## src/sv/rei_pkg.sv

```systemverilog
package rei_pkg;

  // Field widths
  localparam int unsigned COORD_W  = 32;
  localparam int unsigned STEP_W   = 31;
  localparam int unsigned WARM_W   = 24;
  localparam int unsigned DECIM_W  = 16;
  localparam int unsigned CIDX_W   = 3;
  localparam int unsigned PROD_W   = 64;

  // Input function codes
  localparam logic FUNC_SEED = 1'b0;
  localparam logic FUNC_STEP = 1'b1;

  // Configuration register indexes
  localparam logic [CIDX_W-1:0] CFG_STEP_SIZE = 3'd0;
  localparam logic [CIDX_W-1:0] CFG_COEF_A    = 3'd1;
  localparam logic [CIDX_W-1:0] CFG_COEF_B    = 3'd2;
  localparam logic [CIDX_W-1:0] CFG_COEF_C    = 3'd3;
  localparam logic [CIDX_W-1:0] CFG_WARMUP    = 3'd4;
  localparam logic [CIDX_W-1:0] CFG_DECIM     = 3'd5;

  // Reset values of the counting registers
  localparam logic [WARM_W-1:0]  WARMUP_RST = 24'd10000;
  localparam logic [DECIM_W-1:0] DECIM_RST  = 16'd100;

  // Signed 32-bit limits, held at product width
  localparam logic signed [PROD_W-1:0] S32_MAX = 64'sh0000_0000_7FFF_FFFF;
  localparam logic signed [PROD_W-1:0] S32_MIN = 64'shFFFF_FFFF_8000_0000;

  // Controller states, one per sequencer step
  typedef enum logic [3:0] {
    ST_IDLE,
    ST_D1,
    ST_AY,
    ST_UX,
    ST_D2,
    ST_ZC,
    ST_UY,
    ST_D3,
    ST_MW,
    ST_UZ
  } state_t;

  // Datapath operations
  typedef enum logic [3:0] {
    OP_NONE,
    OP_LD_D1,
    OP_LD_AY,
    OP_UPD_X,
    OP_LD_D2,
    OP_LD_ZC,
    OP_UPD_Y,
    OP_LD_D3,
    OP_UPD_Z
  } dp_op_t;

  typedef struct packed {
    dp_op_t op;
    logic   seed;
    logic   commit;
  } cmd_t;

  typedef struct packed {
    logic emit;
    logic out_free;
  } stat_t;

  typedef struct packed {
    logic signed [COORD_W-1:0] val;
    logic                      ovf;
  } sat_t;

  // Sign extend a coordinate to product width
  function automatic logic signed [PROD_W-1:0] sx(input logic signed [COORD_W-1:0] v);
    return {{(PROD_W-COORD_W){v[COORD_W-1]}}, v};
  endfunction

  // Clamp to the signed 32-bit range, flag when clamped
  function automatic sat_t sat32(input logic signed [PROD_W-1:0] v);
    sat_t r;
    r.ovf = 1'b1;
    if (v > S32_MAX) begin
      r.val = 32'sh7FFF_FFFF;
    end else if (v < S32_MIN) begin
      r.val = 32'sh8000_0000;
    end else begin
      r.val = v[COORD_W-1:0];
      r.ovf = 1'b0;
    end
    return r;
  endfunction

endpackage

```

## src/sv/rei_ctrl.sv

```systemverilog
module rei_ctrl (
  input  logic           clk,
  input  logic           rst,
  input  logic           in_valid,
  input  logic           func,
  output logic           in_stall,
  input  rei_pkg::stat_t stat,
  output rei_pkg::cmd_t  cmd
);
  import rei_pkg::*;

  state_t state;
  state_t state_next;

  always_ff @(posedge clk) begin
    if (rst) begin
      state <= ST_IDLE;
    end else begin
      state <= state_next;
    end
  end

  // Next state
  always_comb begin
    state_next = state;
    unique case (state)
      ST_IDLE: begin
        if (in_valid && func == FUNC_STEP) state_next = ST_D1;
      end
      ST_D1: state_next = ST_AY;
      ST_AY: state_next = ST_UX;
      ST_UX: state_next = ST_D2;
      ST_D2: state_next = ST_ZC;
      ST_ZC: state_next = ST_UY;
      ST_UY: state_next = ST_D3;
      ST_D3: state_next = ST_MW;
      ST_MW: state_next = ST_UZ;
      ST_UZ: begin
        // hold the finished step until the output register can take it
        if (!stat.emit || stat.out_free) state_next = ST_IDLE;
      end
      default: state_next = ST_IDLE;
    endcase
  end

  // Outputs
  always_comb begin
    in_stall   = 1'b1;
    cmd.op     = OP_NONE;
    cmd.seed   = 1'b0;
    cmd.commit = 1'b0;
    unique case (state)
      ST_IDLE: begin
        in_stall = 1'b0;
        cmd.seed = in_valid && func == FUNC_SEED;
      end
      ST_D1: cmd.op = OP_LD_D1;
      ST_AY: cmd.op = OP_LD_AY;
      ST_UX: cmd.op = OP_UPD_X;
      ST_D2: cmd.op = OP_LD_D2;
      ST_ZC: cmd.op = OP_LD_ZC;
      ST_UY: cmd.op = OP_UPD_Y;
      ST_D3: cmd.op = OP_LD_D3;
      ST_MW: cmd.op = OP_NONE;
      ST_UZ: begin
        cmd.op     = OP_UPD_Z;
        cmd.commit = !stat.emit || stat.out_free;
      end
      default: cmd.op = OP_NONE;
    endcase
  end

  a_step_start: assert property (@(posedge clk) disable iff (rst)
    (state == ST_IDLE && in_valid && func == FUNC_STEP) |=> state == ST_D1)
    else $error("step transaction did not start the sequence");

  a_commit_idle: assert property (@(posedge clk) disable iff (rst)
    cmd.commit |=> state == ST_IDLE)
    else $error("sequencer did not return to idle after commit");

  a_hold_last: assert property (@(posedge clk) disable iff (rst)
    (state == ST_UZ && !cmd.commit) |=> state == ST_UZ)
    else $error("last step left while output was blocked");

endmodule

```

## src/sv/rei_dp.sv

```systemverilog
module rei_dp #(
  parameter int unsigned FRAC_BITS = 24
) (
  input  logic                                   clk,
  input  logic                                   rst,
  input  rei_pkg::cmd_t                          cmd,
  output rei_pkg::stat_t                         stat,
  input  logic                                   cfg_we,
  input  logic [rei_pkg::CIDX_W-1:0]             cfg_index,
  input  logic [rei_pkg::COORD_W-1:0]            cfg_data,
  input  logic signed [rei_pkg::COORD_W-1:0]     seed_x,
  input  logic signed [rei_pkg::COORD_W-1:0]     seed_y,
  input  logic signed [rei_pkg::COORD_W-1:0]     seed_z,
  output logic                                   out_valid,
  input  logic                                   out_stall,
  output logic signed [rei_pkg::COORD_W-1:0]     out_x,
  output logic signed [rei_pkg::COORD_W-1:0]     out_y,
  output logic signed [rei_pkg::COORD_W-1:0]     out_z,
  output logic                                   saturated
);
  import rei_pkg::*;

  localparam logic signed [PROD_W-1:0] Q_ONE = 64'sd1 <<< FRAC_BITS;
  localparam logic signed [PROD_W-1:0] HALF  = 64'sd1 <<< (FRAC_BITS - 1);
  localparam logic [STEP_W-1:0]  STEP_RST = STEP_W'(Q_ONE / 100);
  localparam logic signed [COORD_W-1:0] COEF_A_RST = COORD_W'(Q_ONE / 5);
  localparam logic signed [COORD_W-1:0] COEF_B_RST = COORD_W'(Q_ONE / 5);
  localparam logic signed [COORD_W-1:0] COEF_C_RST = COORD_W'((Q_ONE * 57) / 10);

  // Configuration
  logic [STEP_W-1:0]          step_size;
  logic signed [COORD_W-1:0]  coef_a;
  logic signed [COORD_W-1:0]  coef_b;
  logic signed [COORD_W-1:0]  coef_c;
  logic [WARM_W-1:0]          warmup_steps;
  logic [DECIM_W-1:0]         decimation;

  // State
  logic signed [COORD_W-1:0]  pos_x;
  logic signed [COORD_W-1:0]  pos_y;
  logic signed [COORD_W-1:0]  pos_z;
  logic [WARM_W-1:0]          step_count;
  logic [DECIM_W-1:0]         decim_count;
  logic                       sat_flag;

  // Multiplier operands and registered product
  logic signed [COORD_W-1:0]  op_a;
  logic signed [COORD_W-1:0]  op_b;
  logic signed [PROD_W-1:0]   prod;
  logic signed [COORD_W-1:0]  h_op;

  // Shared adder
  sat_t                       q;
  sat_t                       s;
  logic signed [PROD_W-1:0]   add_l;
  logic signed [PROD_W-1:0]   add_r;
  logic                       use_q;
  logic                       hit;

  // Sampling
  logic                       warm;
  logic [DECIM_W-1:0]         period;
  logic [DECIM_W-1:0]         dc;
  logic [DECIM_W:0]           dc_inc;
  logic [DECIM_W-1:0]         decim_next;

  assign h_op = {1'b0, step_size};

  // Configuration writes
  always_ff @(posedge clk) begin
    if (rst) begin
      step_size    <= STEP_RST;
      coef_a       <= COEF_A_RST;
      coef_b       <= COEF_B_RST;
      coef_c       <= COEF_C_RST;
      warmup_steps <= WARMUP_RST;
      decimation   <= DECIM_RST;
    end else if (cfg_we) begin
      unique case (cfg_index)
        CFG_STEP_SIZE: step_size    <= cfg_data[STEP_W-1:0];
        CFG_COEF_A:    coef_a       <= cfg_data;
        CFG_COEF_B:    coef_b       <= cfg_data;
        CFG_COEF_C:    coef_c       <= cfg_data;
        CFG_WARMUP:    warmup_steps <= cfg_data[WARM_W-1:0];
        CFG_DECIM:     decimation   <= cfg_data[DECIM_W-1:0];
        default: ;
      endcase
    end
  end

  // Rounded, clamped product: floor after adding one half
  assign q = sat32(prod >>> FRAC_BITS);

  // Adder operand selection
  always_comb begin
    add_l = '0;
    add_r = '0;
    use_q = 1'b0;
    case (cmd.op) inside
      OP_LD_D1: begin
        add_l = -sx(pos_y);
        add_r = -sx(pos_z);
      end
      OP_UPD_X, OP_LD_D2: begin
        add_l = sx(pos_x);
        add_r = sx(q.val);
        use_q = 1'b1;
      end
      OP_LD_ZC: begin
        add_l = sx(pos_x);
        add_r = -sx(coef_c);
      end
      OP_UPD_Y: begin
        add_l = sx(pos_y);
        add_r = sx(q.val);
        use_q = 1'b1;
      end
      OP_LD_D3: begin
        add_l = sx(coef_b);
        add_r = sx(q.val);
        use_q = 1'b1;
      end
      OP_UPD_Z: begin
        add_l = sx(pos_z);
        add_r = sx(q.val);
        use_q = 1'b1;
      end
      default: ;
    endcase
  end

  assign s   = sat32(add_l + add_r);
  assign hit = (cmd.op != OP_NONE && cmd.op != OP_LD_AY) && (s.ovf || (use_q && q.ovf));

  // Sample selection
  assign warm       = step_count >= warmup_steps;
  assign period     = (decimation == '0) ? DECIM_W'(1) : decimation;
  assign dc         = (decim_count >= period) ? '0 : decim_count;
  assign dc_inc     = {1'b0, dc} + (DECIM_W+1)'(1);
  assign decim_next = (dc_inc >= {1'b0, period}) ? '0 : dc_inc[DECIM_W-1:0];

  assign stat.emit     = warm && dc == '0;
  assign stat.out_free = !out_valid || !out_stall;

  // Shared multiplier, registered with the rounding half
  always_ff @(posedge clk) begin
    prod <= sx(op_a) * sx(op_b) + HALF;
  end

  // Operand loading
  always_ff @(posedge clk) begin
    case (cmd.op) inside
      OP_LD_D1, OP_LD_D2, OP_LD_D3: begin
        op_a <= h_op;
        op_b <= s.val;
      end
      OP_LD_AY: begin
        op_a <= coef_a;
        op_b <= pos_y;
      end
      OP_LD_ZC: begin
        op_a <= pos_z;
        op_b <= s.val;
      end
      default: ;
    endcase
  end

  // Point, counters and flag
  always_ff @(posedge clk) begin
    if (rst) begin
      pos_x       <= '0;
      pos_y       <= '0;
      pos_z       <= '0;
      step_count  <= '0;
      decim_count <= '0;
      sat_flag    <= 1'b0;
    end else if (cmd.seed) begin
      pos_x       <= seed_x;
      pos_y       <= seed_y;
      pos_z       <= seed_z;
      step_count  <= '0;
      decim_count <= '0;
      sat_flag    <= 1'b0;
    end else begin
      if (cmd.op == OP_UPD_X) pos_x <= s.val;
      if (cmd.op == OP_UPD_Y) pos_y <= s.val;
      if (cmd.op != OP_UPD_Z || cmd.commit) sat_flag <= sat_flag | hit;
      if (cmd.commit) begin
        pos_z <= s.val;
        if (step_count != '1) step_count <= step_count + WARM_W'(1);
        if (warm) decim_count <= decim_next;
      end
    end
  end

  // Output register
  always_ff @(posedge clk) begin
    if (rst) begin
      out_valid <= 1'b0;
    end else if (cmd.commit && stat.emit) begin
      out_valid <= 1'b1;
    end else if (!out_stall) begin
      out_valid <= 1'b0;
    end
  end

  always_ff @(posedge clk) begin
    if (cmd.commit && stat.emit) begin
      out_x     <= pos_x;
      out_y     <= pos_y;
      out_z     <= s.val;
      saturated <= sat_flag | hit;
    end
  end

  a_emit_out: assert property (@(posedge clk) disable iff (rst)
    (cmd.commit && stat.emit) |=> out_valid)
    else $error("sampled step produced no output");

  a_seed_clear: assert property (@(posedge clk) disable iff (rst)
    cmd.seed |=> (step_count == '0 && decim_count == '0 && !sat_flag))
    else $error("seed did not clear counters");

  a_count_mono: assert property (@(posedge clk) disable iff (rst)
    !cmd.seed |=> step_count >= $past(step_count))
    else $error("step count went backward without a seed");

endmodule

```

## src/sv/rossler_euler_integrator.sv

```systemverilog
// Channel  | handshake              | payload
// ---------+------------------------+------------------------------------
// in       | in_valid / in_stall    | func, seed_x, seed_y, seed_z
// out      | out_valid / out_stall  | out_x, out_y, out_z, saturated
// cfg      | cfg_we                 | cfg_index, cfg_data
//
// A seed transaction is accepted directly in idle. A step transaction is accepted, then
// runs nine sequencer steps that pass five products through the single 32x32
// multiplier, with registered operands and a registered product.
// A blocked output holds the final step until the output register frees up.
// Reset (rst, synchronous) restores default coefficients and clears the point.
module rossler_euler_integrator #(
  parameter int unsigned FRAC_BITS = 24
) (
  input  logic                                clk,
  input  logic                                rst,
  input  logic                                in_valid,
  output logic                                in_stall,
  input  logic                                func,
  input  logic signed [rei_pkg::COORD_W-1:0]  seed_x,
  input  logic signed [rei_pkg::COORD_W-1:0]  seed_y,
  input  logic signed [rei_pkg::COORD_W-1:0]  seed_z,
  output logic                                out_valid,
  input  logic                                out_stall,
  output logic signed [rei_pkg::COORD_W-1:0]  out_x,
  output logic signed [rei_pkg::COORD_W-1:0]  out_y,
  output logic signed [rei_pkg::COORD_W-1:0]  out_z,
  output logic                                saturated,
  input  logic                                cfg_we,
  input  logic [rei_pkg::CIDX_W-1:0]          cfg_index,
  input  logic [rei_pkg::COORD_W-1:0]         cfg_data
);
  import rei_pkg::*;

  cmd_t  cmd;
  stat_t stat;

  rei_ctrl u_ctrl (
    .clk      (clk),
    .rst      (rst),
    .in_valid (in_valid),
    .func     (func),
    .in_stall (in_stall),
    .stat     (stat),
    .cmd      (cmd)
  );

  rei_dp #(
    .FRAC_BITS (FRAC_BITS)
  ) u_dp (
    .clk       (clk),
    .rst       (rst),
    .cmd       (cmd),
    .stat      (stat),
    .cfg_we    (cfg_we),
    .cfg_index (cfg_index),
    .cfg_data  (cfg_data),
    .seed_x    (seed_x),
    .seed_y    (seed_y),
    .seed_z    (seed_z),
    .out_valid (out_valid),
    .out_stall (out_stall),
    .out_x     (out_x),
    .out_y     (out_y),
    .out_z     (out_z),
    .saturated (saturated)
  );

endmodule

```

## config.mk

```make
export PLATFORM = sky130hd
export DESIGN_NAME = rossler_euler_integrator
export DESIGN_NICKNAME = d
export VERILOG_FILES = /design/src/sv/rei_pkg.sv /design/src/sv/rei_ctrl.sv /design/src/sv/rei_dp.sv /design/src/sv/rossler_euler_integrator.sv
export SDC_FILE = /design/constraint.sdc
export NUM_CORES = 2
export LEC_CHECK = 0
export ABC_CLOCK_PERIOD_IN_PS = 16030
export BUFFER_PORTS_ARGS = -buffer_cell sky130_fd_sc_hd__buf_2
export CORE_MARGIN = 2
export CORE_UTILIZATION = 55
export CTS_BUF_LIST = sky130_fd_sc_hd__clkbuf_4 sky130_fd_sc_hd__clkbuf_8 sky130_fd_sc_hd__clkbuf_16
export CTS_CLUSTER_DIAMETER = 200
export DETAILED_ROUTE_END_ITERATION = 12
export PLACE_DENSITY = 0.72
export SYNTH_ARGS = -nofsm -noshare
export SYNTH_HDL_FRONTEND = slang
export SYNTH_SLANG_ARGS = --single-unit
```

## constraint.sdc

```tcl
create_clock -name clk -period 16.03 [get_ports clk]
set_input_delay 0.8015 -clock clk [delete_from_list [all_inputs] [get_ports clk]]
set_output_delay 0.8015 -clock clk [all_outputs]
set_load 0.01 [all_outputs]
```

# Yosys cells after proc, flatten, opt, wreduce, memory -nomap -nowiden
# Cells that the tools add are included.
dict set report op_classes {
  addsub 7
  mul 1
  order_cmp 7
  eq_ne 28
  mux 50
  bitwise 2
  reduce_logical 36
}
# operator count
set op_table {}
lappend op_table {{64-bit two-way mux} 12}
lappend op_table {{32-bit two-way mux} 15}
lappend op_table {{32-bit negator with 64-bit output} 3}
lappend op_table {{64-bit by 25-bit adder with 64-bit output (second input constant)} 1}
lappend op_table {{64-bit adder} 1}
lappend op_table {{64-bit by 32-bit greater-than comparator with 1-bit output (second input constant)} 1}
lappend op_table {{64-bit by 32-bit less-than comparator with 1-bit output (second input constant)} 1}
lappend op_table {{32-bit by 32-bit multiplier with 64-bit output} 1}
lappend op_table {{16-bit two-way mux} 3}
lappend op_table {{40-bit by 32-bit greater-than comparator with 1-bit output (second input constant)} 1}
lappend op_table {{40-bit by 32-bit less-than comparator with 1-bit output (second input constant)} 1}
lappend op_table {{4-bit one-hot mux with 10 select lines} 1}
lappend op_table {{4-bit by 3-bit equality test with 1-bit output (second input constant)} 8}
lappend op_table {{16-bit zero test} 2}
lappend op_table {{4-bit one-hot mux with 8 select lines} 1}
lappend op_table {{31-bit two-way mux} 1}
lappend op_table {{24-bit by 1-bit adder with 24-bit output (second input constant)} 1}
lappend op_table {{24-bit greater-or-equal comparator} 1}
lappend op_table {{24-bit inequality test (second input constant)} 1}
lappend op_table {{2-bit AND reduction} 9}
lappend op_table {{16-bit by 1-bit adder with 17-bit output (second input constant)} 1}
lappend op_table {{17-bit by 16-bit greater-or-equal comparator with 1-bit output} 1}
lappend op_table {{4-bit by 2-bit equality test with 1-bit output (second input constant)} 4}
lappend op_table {{16-bit greater-or-equal comparator} 1}
lappend op_table {{22 further kinds} 59}
dict set report totals {
  regBits 534
  in_bits 137
  output_inout_bits 99
  elab_cells 153
}

# Depth between registers and ports, before layout
dict set report depth {
  ltp_word 16
  depth_mapped 31
  mapped_depth_nobuf 30
}

# By module
# From an unflattened synthesis, not the netlist that was laid out.
dict set report hier_totals {
  cells_unflattened 7348
  area_unflattened_um2 64214.1
}
# module instances cells_per_inst area_per_inst_um2 seq_area_each_um2
set by_module_without_submodules {}
lappend by_module_without_submodules {rei_dp 1 7321 63948.8 11731.3}
lappend by_module_without_submodules {rei_ctrl 1 27 265.3 80.1}

# Least setup slack after synthesis
# No wires, ideal clock.
dict set report synth_timing {
  path_type {register to register}
  start {reg u_dp.op_b[5]}
  end {reg u_dp.prod[61]}
  arrival_time_ps 8115
  slack_ps 7843
  path_stages_with_launch 24
  path_buffers 1
  period_less_slack_ps 8187
  cell_sequence {edfxtp_1 -> clkbuf_1 -> nand2_1 -> inv_1 -> fa_1 -> fa_1 -> fa_1 -> fa_1 -> fa_1 -> fa_1 -> fa_1 -> inv_1 -> fa_1 -> inv_1 -> ha_1 -> a21o_1 -> a21o_1 -> a21o_1 -> a2111o_1 -> o221ai_1 -> o21ai_0 -> a21o_1 -> a21oi_1 -> xnor2_1}
}
dict set report synth_via {
  elab_chain_len 2
}
# item line_no
set synth_lines {}
lappend synth_lines {{start: declaration} rei_dp.sv:48} ;# logic signed [COORD_W-1:0] op_b;
lappend synth_lines {{start signal: assignment} rei_dp.sv:155} ;# op_b <= s.val;
lappend synth_lines {{start signal: assignment} rei_dp.sv:159} ;# op_b <= pos_y;
lappend synth_lines {{start signal: assignment} rei_dp.sv:163} ;# op_b <= s.val;
lappend synth_lines {{32-bit by 32-bit multiplier with 64-bit output} rei_dp.sv:147} ;# prod <= sx(op_a) * sx(op_b) + HALF;
lappend synth_lines {{64-bit by 25-bit adder with 64-bit output} rei_dp.sv:147}
lappend synth_lines {{end signal: assignment} rei_dp.sv:147}
lappend synth_lines {{end: declaration} rei_dp.sv:49} ;# logic signed [PROD_W-1:0] prod;
# Every way passes these cells.
# A chain may end at the register's enable or synchronous reset.

# Final worst setup path
dict set report layout_timing {
  start {reg u_dp.coef_c[0]}
  end {reg u_dp.pos_y[17]}
}
dict set report layout_via {
  elab_chain_len 10
  elab_cells_between_ends 11
  cone_classes {2 x add/sub; 2 x order compare; 7 x mux}
}
# item line_no
set layout_lines {}
lappend layout_lines {{start: declaration} rei_dp.sv:34} ;# logic signed [COORD_W-1:0] coef_c;
lappend layout_lines {{start signal: assignment} rei_dp.sv:83} ;# CFG_COEF_C: coef_c <= cfg_data;
lappend layout_lines {{32-bit negator with 64-bit output *} rei_dp.sv:111} ;# add_r = -sx(coef_c);
lappend layout_lines {{64-bit two-way mux * (3 in series)} rei_dp.sv:99} ;# case (cmd.op) inside
lappend layout_lines {{64-bit adder *} rei_dp.sv:132} ;# assign s = sat32(add_l + add_r);
lappend layout_lines {{64-bit by 32-bit less-than comparator with 1-bit output} rei_pkg.sv:85} ;# end else if (v < S32_MIN) begin
lappend layout_lines {{32-bit two-way mux} rei_pkg.sv:85}
lappend layout_lines {{32-bit two-way mux *} rei_pkg.sv:83} ;# if (v > S32_MAX) begin
lappend layout_lines {{32-bit two-way mux *} rei_dp.sv:187} ;# if (cmd.op == OP_UPD_Y) pos_y <= s.val;
lappend layout_lines {{32-bit two-way mux *} rei_dp.sv:178} ;# end else if (cmd.seed) begin
lappend layout_lines {{end signal: assignment} rei_dp.sv:180} ;# pos_y <= seed_y;
lappend layout_lines {{end signal: assignment} rei_dp.sv:187}
lappend layout_lines {{end: declaration} rei_dp.sv:40} ;# logic signed [COORD_W-1:0] pos_y;
# Mark *: on every way between the ends. The rest lies on a longest branch, timed or not. The select of a mux whose other input is x is not followed.

==> summary.txt <==
Timing
  • Rel. slew slack: 0.1270
  • Period utilisation layout: 0.6423
  • Setup tns final: 0 ns
  • RSZ-0062 raised after global routing: false
  • Post-route minimum period: 10.30 ns
  • Final hold violation count: 0
  • Max-slew violation count: 0
  • Highest Clock Rate: 97.12 MHz
  • Worst-Margin Slew: 1.310 ns
  • Final setup viols: 0
  • Clock skew: 0.04581 ns

Critical path
  • Worst Path Max Fanout: 50
  • Slowest CP cell: a41o_2
  • Stages on worst setup path: 26
  • Top delay family on crit path: simple AND/OR/NAND/NOR gates
  • WP data arrival: 10.78 ns
  • Req. time, crit path: 16.51 ns
  • Max incr delay on CP: 0.98 ns
  • Worst setup path class: flop to flop
  • Cell depth of the worst flop-to-flop path: 26
  • Crit path launch type: flop
  • Critical Path End Type: flop
  • Crit path buf inv count: 4

Final layout
  • Multi-input gate area: 0.04611 mm²
  • Layout cells sized above 1: 0.06973
  • Register Area: 0.01181 mm²
  • Area growth from synthesis to layout: 6.442%
  • Most common cell after layout, fill and taps aside: nand2_1
  • Nets: 8898
  • # diodes: 0
  • Most frequent cells in the layout: nand2_1 (1429), inv_1 (1235), fa_1 (1083)
  • Fill cell total of the finished layout: 10190

Yosys
  • EDFF count, synth: 160
  • Async S/R FF share, synth: 0
  • Primary FF master, synth: dfxtp_1
  • Seq/Total Area, Yosys: 0.1838
  • Mapped Area: 0.06425 mm²
  • Mean post-synth cell area: 8.672 µm²
  • YS warnings: 0
  • Syn_nets: 8935
  • Top cells by area, synth: fa_1 (34%), dfxtp_1 (11%), nand2_1 (8.4%)
  • Register bit total from synthesis: 510
  • Share of the synthesized area in the top cell type: 0.3375
  • Synth unique cells: 87
  • Largest area contributor in the netlist: fa_1
  • Mapped Cells: 7409

Place
  • IO buf count: 235
  • Routability cong.: 1.028
  • DP HPWL: 163700 µm

Clocking
  • CTS H-tree depth: 2
  • Clk slew on worst S/H paths: 0.07 ns
  • Post-CTS setup buffer count: 0
  • Cts bufs inserted: 51
  • CTS hold repair buffers: 0
  • Post-cts resize count: 0
  • Worst-Skew Late Latency: 0.67 ns
  • Root Buffer: clkbuf_16
  • Clock sink count: 510
  • Max Root-Sink Buffers: 3
  • CTS tree: yes

Die
  • Chip width: 345.8 µm
  • Core ar.: 0.1160 mm²
  • Initial Util: 0.5536
  • Height of the die: 345.8 µm
  • Std cell rows: 125
  • I/O pins: 236
  • DIE AREA: 0.1196 mm²

Global route
  • GRT Total Usage: 0.3621
  • Largest net degree at the start of global routing: 81
  • Vias in the first global route: 54750
  • Antenna violations before repair: 7
  • Grt total ovfl: 0
  • First-pass GRT wire length: 333000 µm

Run
  • Max_cap viols: 0

Drt
  • Starting DRT DRC Count: 5919
  • DR vias/cell: 6.012
  • Met3 WL: 20960 µm
  • Vias: 53730
  • Final WL: 213600 µm
  • DRC violations left: 0
  • Avg WL per Cell: 23.89 µm
  • Highest routed layer: met5
  • M1 wire length: 84620 µm
  • Drt first pass iters: 6
  • Post-route ant nets: 0
  • WL met2: 97400 µm

Worst hold path
  • Hold path cells: 3
  • Worst hold path class: input pin to flop

Outcome
  • Outcome: completed
## cells in the mapped netlist, types with 23 or more instances
master / count
fa_1: 1083
nand4_1: 59
ha_1: 306
a31oi_1: 48
nand2_1: 1431
inv_1: 1235
dfxtp_1: 350
nor2_1: 265
nand2b_1: 57
a21oi_1: 341
nand3_1: 117
and3_1: 35
clkbuf_1: 403
xor2_1: 94
and2_1: 263
o22ai_1: 72
o21ai_0: 165
a211oi_1: 89
o211ai_1: 47
nor3_1: 74
nor4_1: 32
nor2b_1: 23
a22o_1: 40
a21o_1: 105
xnor2_1: 111
o21a_1: 27
edfxtp_1: 160
a22oi_1: 35
## per-layer routing
layer	GRT usage	up-vias
li1	-	23410
met1	0.4934	26870
met3	0.06691	544
met4	0.1496	8
met5	0	-
met2	0.5713	2893
## sequential cells by signal, summed over array words and instances, names as in the netlist, 24 cells and up
register           flops
u_dp.out_y            32
u_dp.coef_b           32
u_dp.warmup_steps     24
u_dp.step_size        31
u_dp.step_count       24
u_dp.out_z            32
u_dp.op_a             32
u_dp.pos_y            32
u_dp.pos_z            32
u_dp.prod             40
u_dp.coef_c           32
u_dp.coef_a           32
u_dp.op_b             32
u_dp.out_x            32
u_dp.pos_x            32
## tightest hold or removal path: stages
cell	delay (ns)
buf_2	0.13
a31oi_1	0.09
o31ai_1	0.06
## worst paths after layout
kind | slack [ns] | endpoint | start
max | 5.73 | u_dp.pos_y[17] | u_dp.coef_c[0]
min | 0.45 | u_dp.pos_y[8] | seed_y[8]
max reg2reg | 5.73 | u_dp.pos_y[17] | u_dp.coef_c[0]
min reg2reg | 0.45 | u_dp.warmup_steps[11] | u_dp.warmup_steps[11]
## kinds of logic (layout without fill, tap and decap cells)
| kind of cell | after synthesis | count (layout) | synth area share |
|---|---|---|---|
| xor gates and xnor gates | 205 | 205 | 0.02795 |
| buffers and inverters | 1685 | 1690 | 0.09971 |
| adders and majority gates | 1389 | 1389 | 0.3970 |
| and+or+nand+nor | 2457 | 2457 | 0.1715 |
| AOI/OAI and AO/OA | 1156 | 1156 | 0.1189 |
| muxes | 7 | 7 | 0.001130 |
| DFF | 510 | 510 | 0.1838 |
## stage by stage
stage	setup slack, ns	instance area, µm²	hold WS, ns	cells	utilization
after global placement	6.113	66580	0.4411	8843	0.5737
after global routing	5.447	68390	0.4582	8938	0.5893
final	5.733	68390	0.4514	8938	0.5893
after detailed placement	6.098	66580	0.4465	8843	0.5737
after floorplan	7.843	64250	0.4064	7409	-
after CTS	6.059	68390	0.4212	8938	0.5893
## area by class of cell
type | count | area share
Clock buffer | 62 | 0.02024
Clock inverter | 33 | 0.006184
Inverter | 1236 | 0.06784
Multi-Input combinational cell | 5214 | 0.6742
Sequential cell | 510 | 0.1727
Tap cell | 1524 | 0.02788
Timing Repair Buffer | 359 | 0.03090
Power is left out: the tool's default activity adds up to more than one toggle a clock period on the data nets, which glitch-free logic cannot reach.
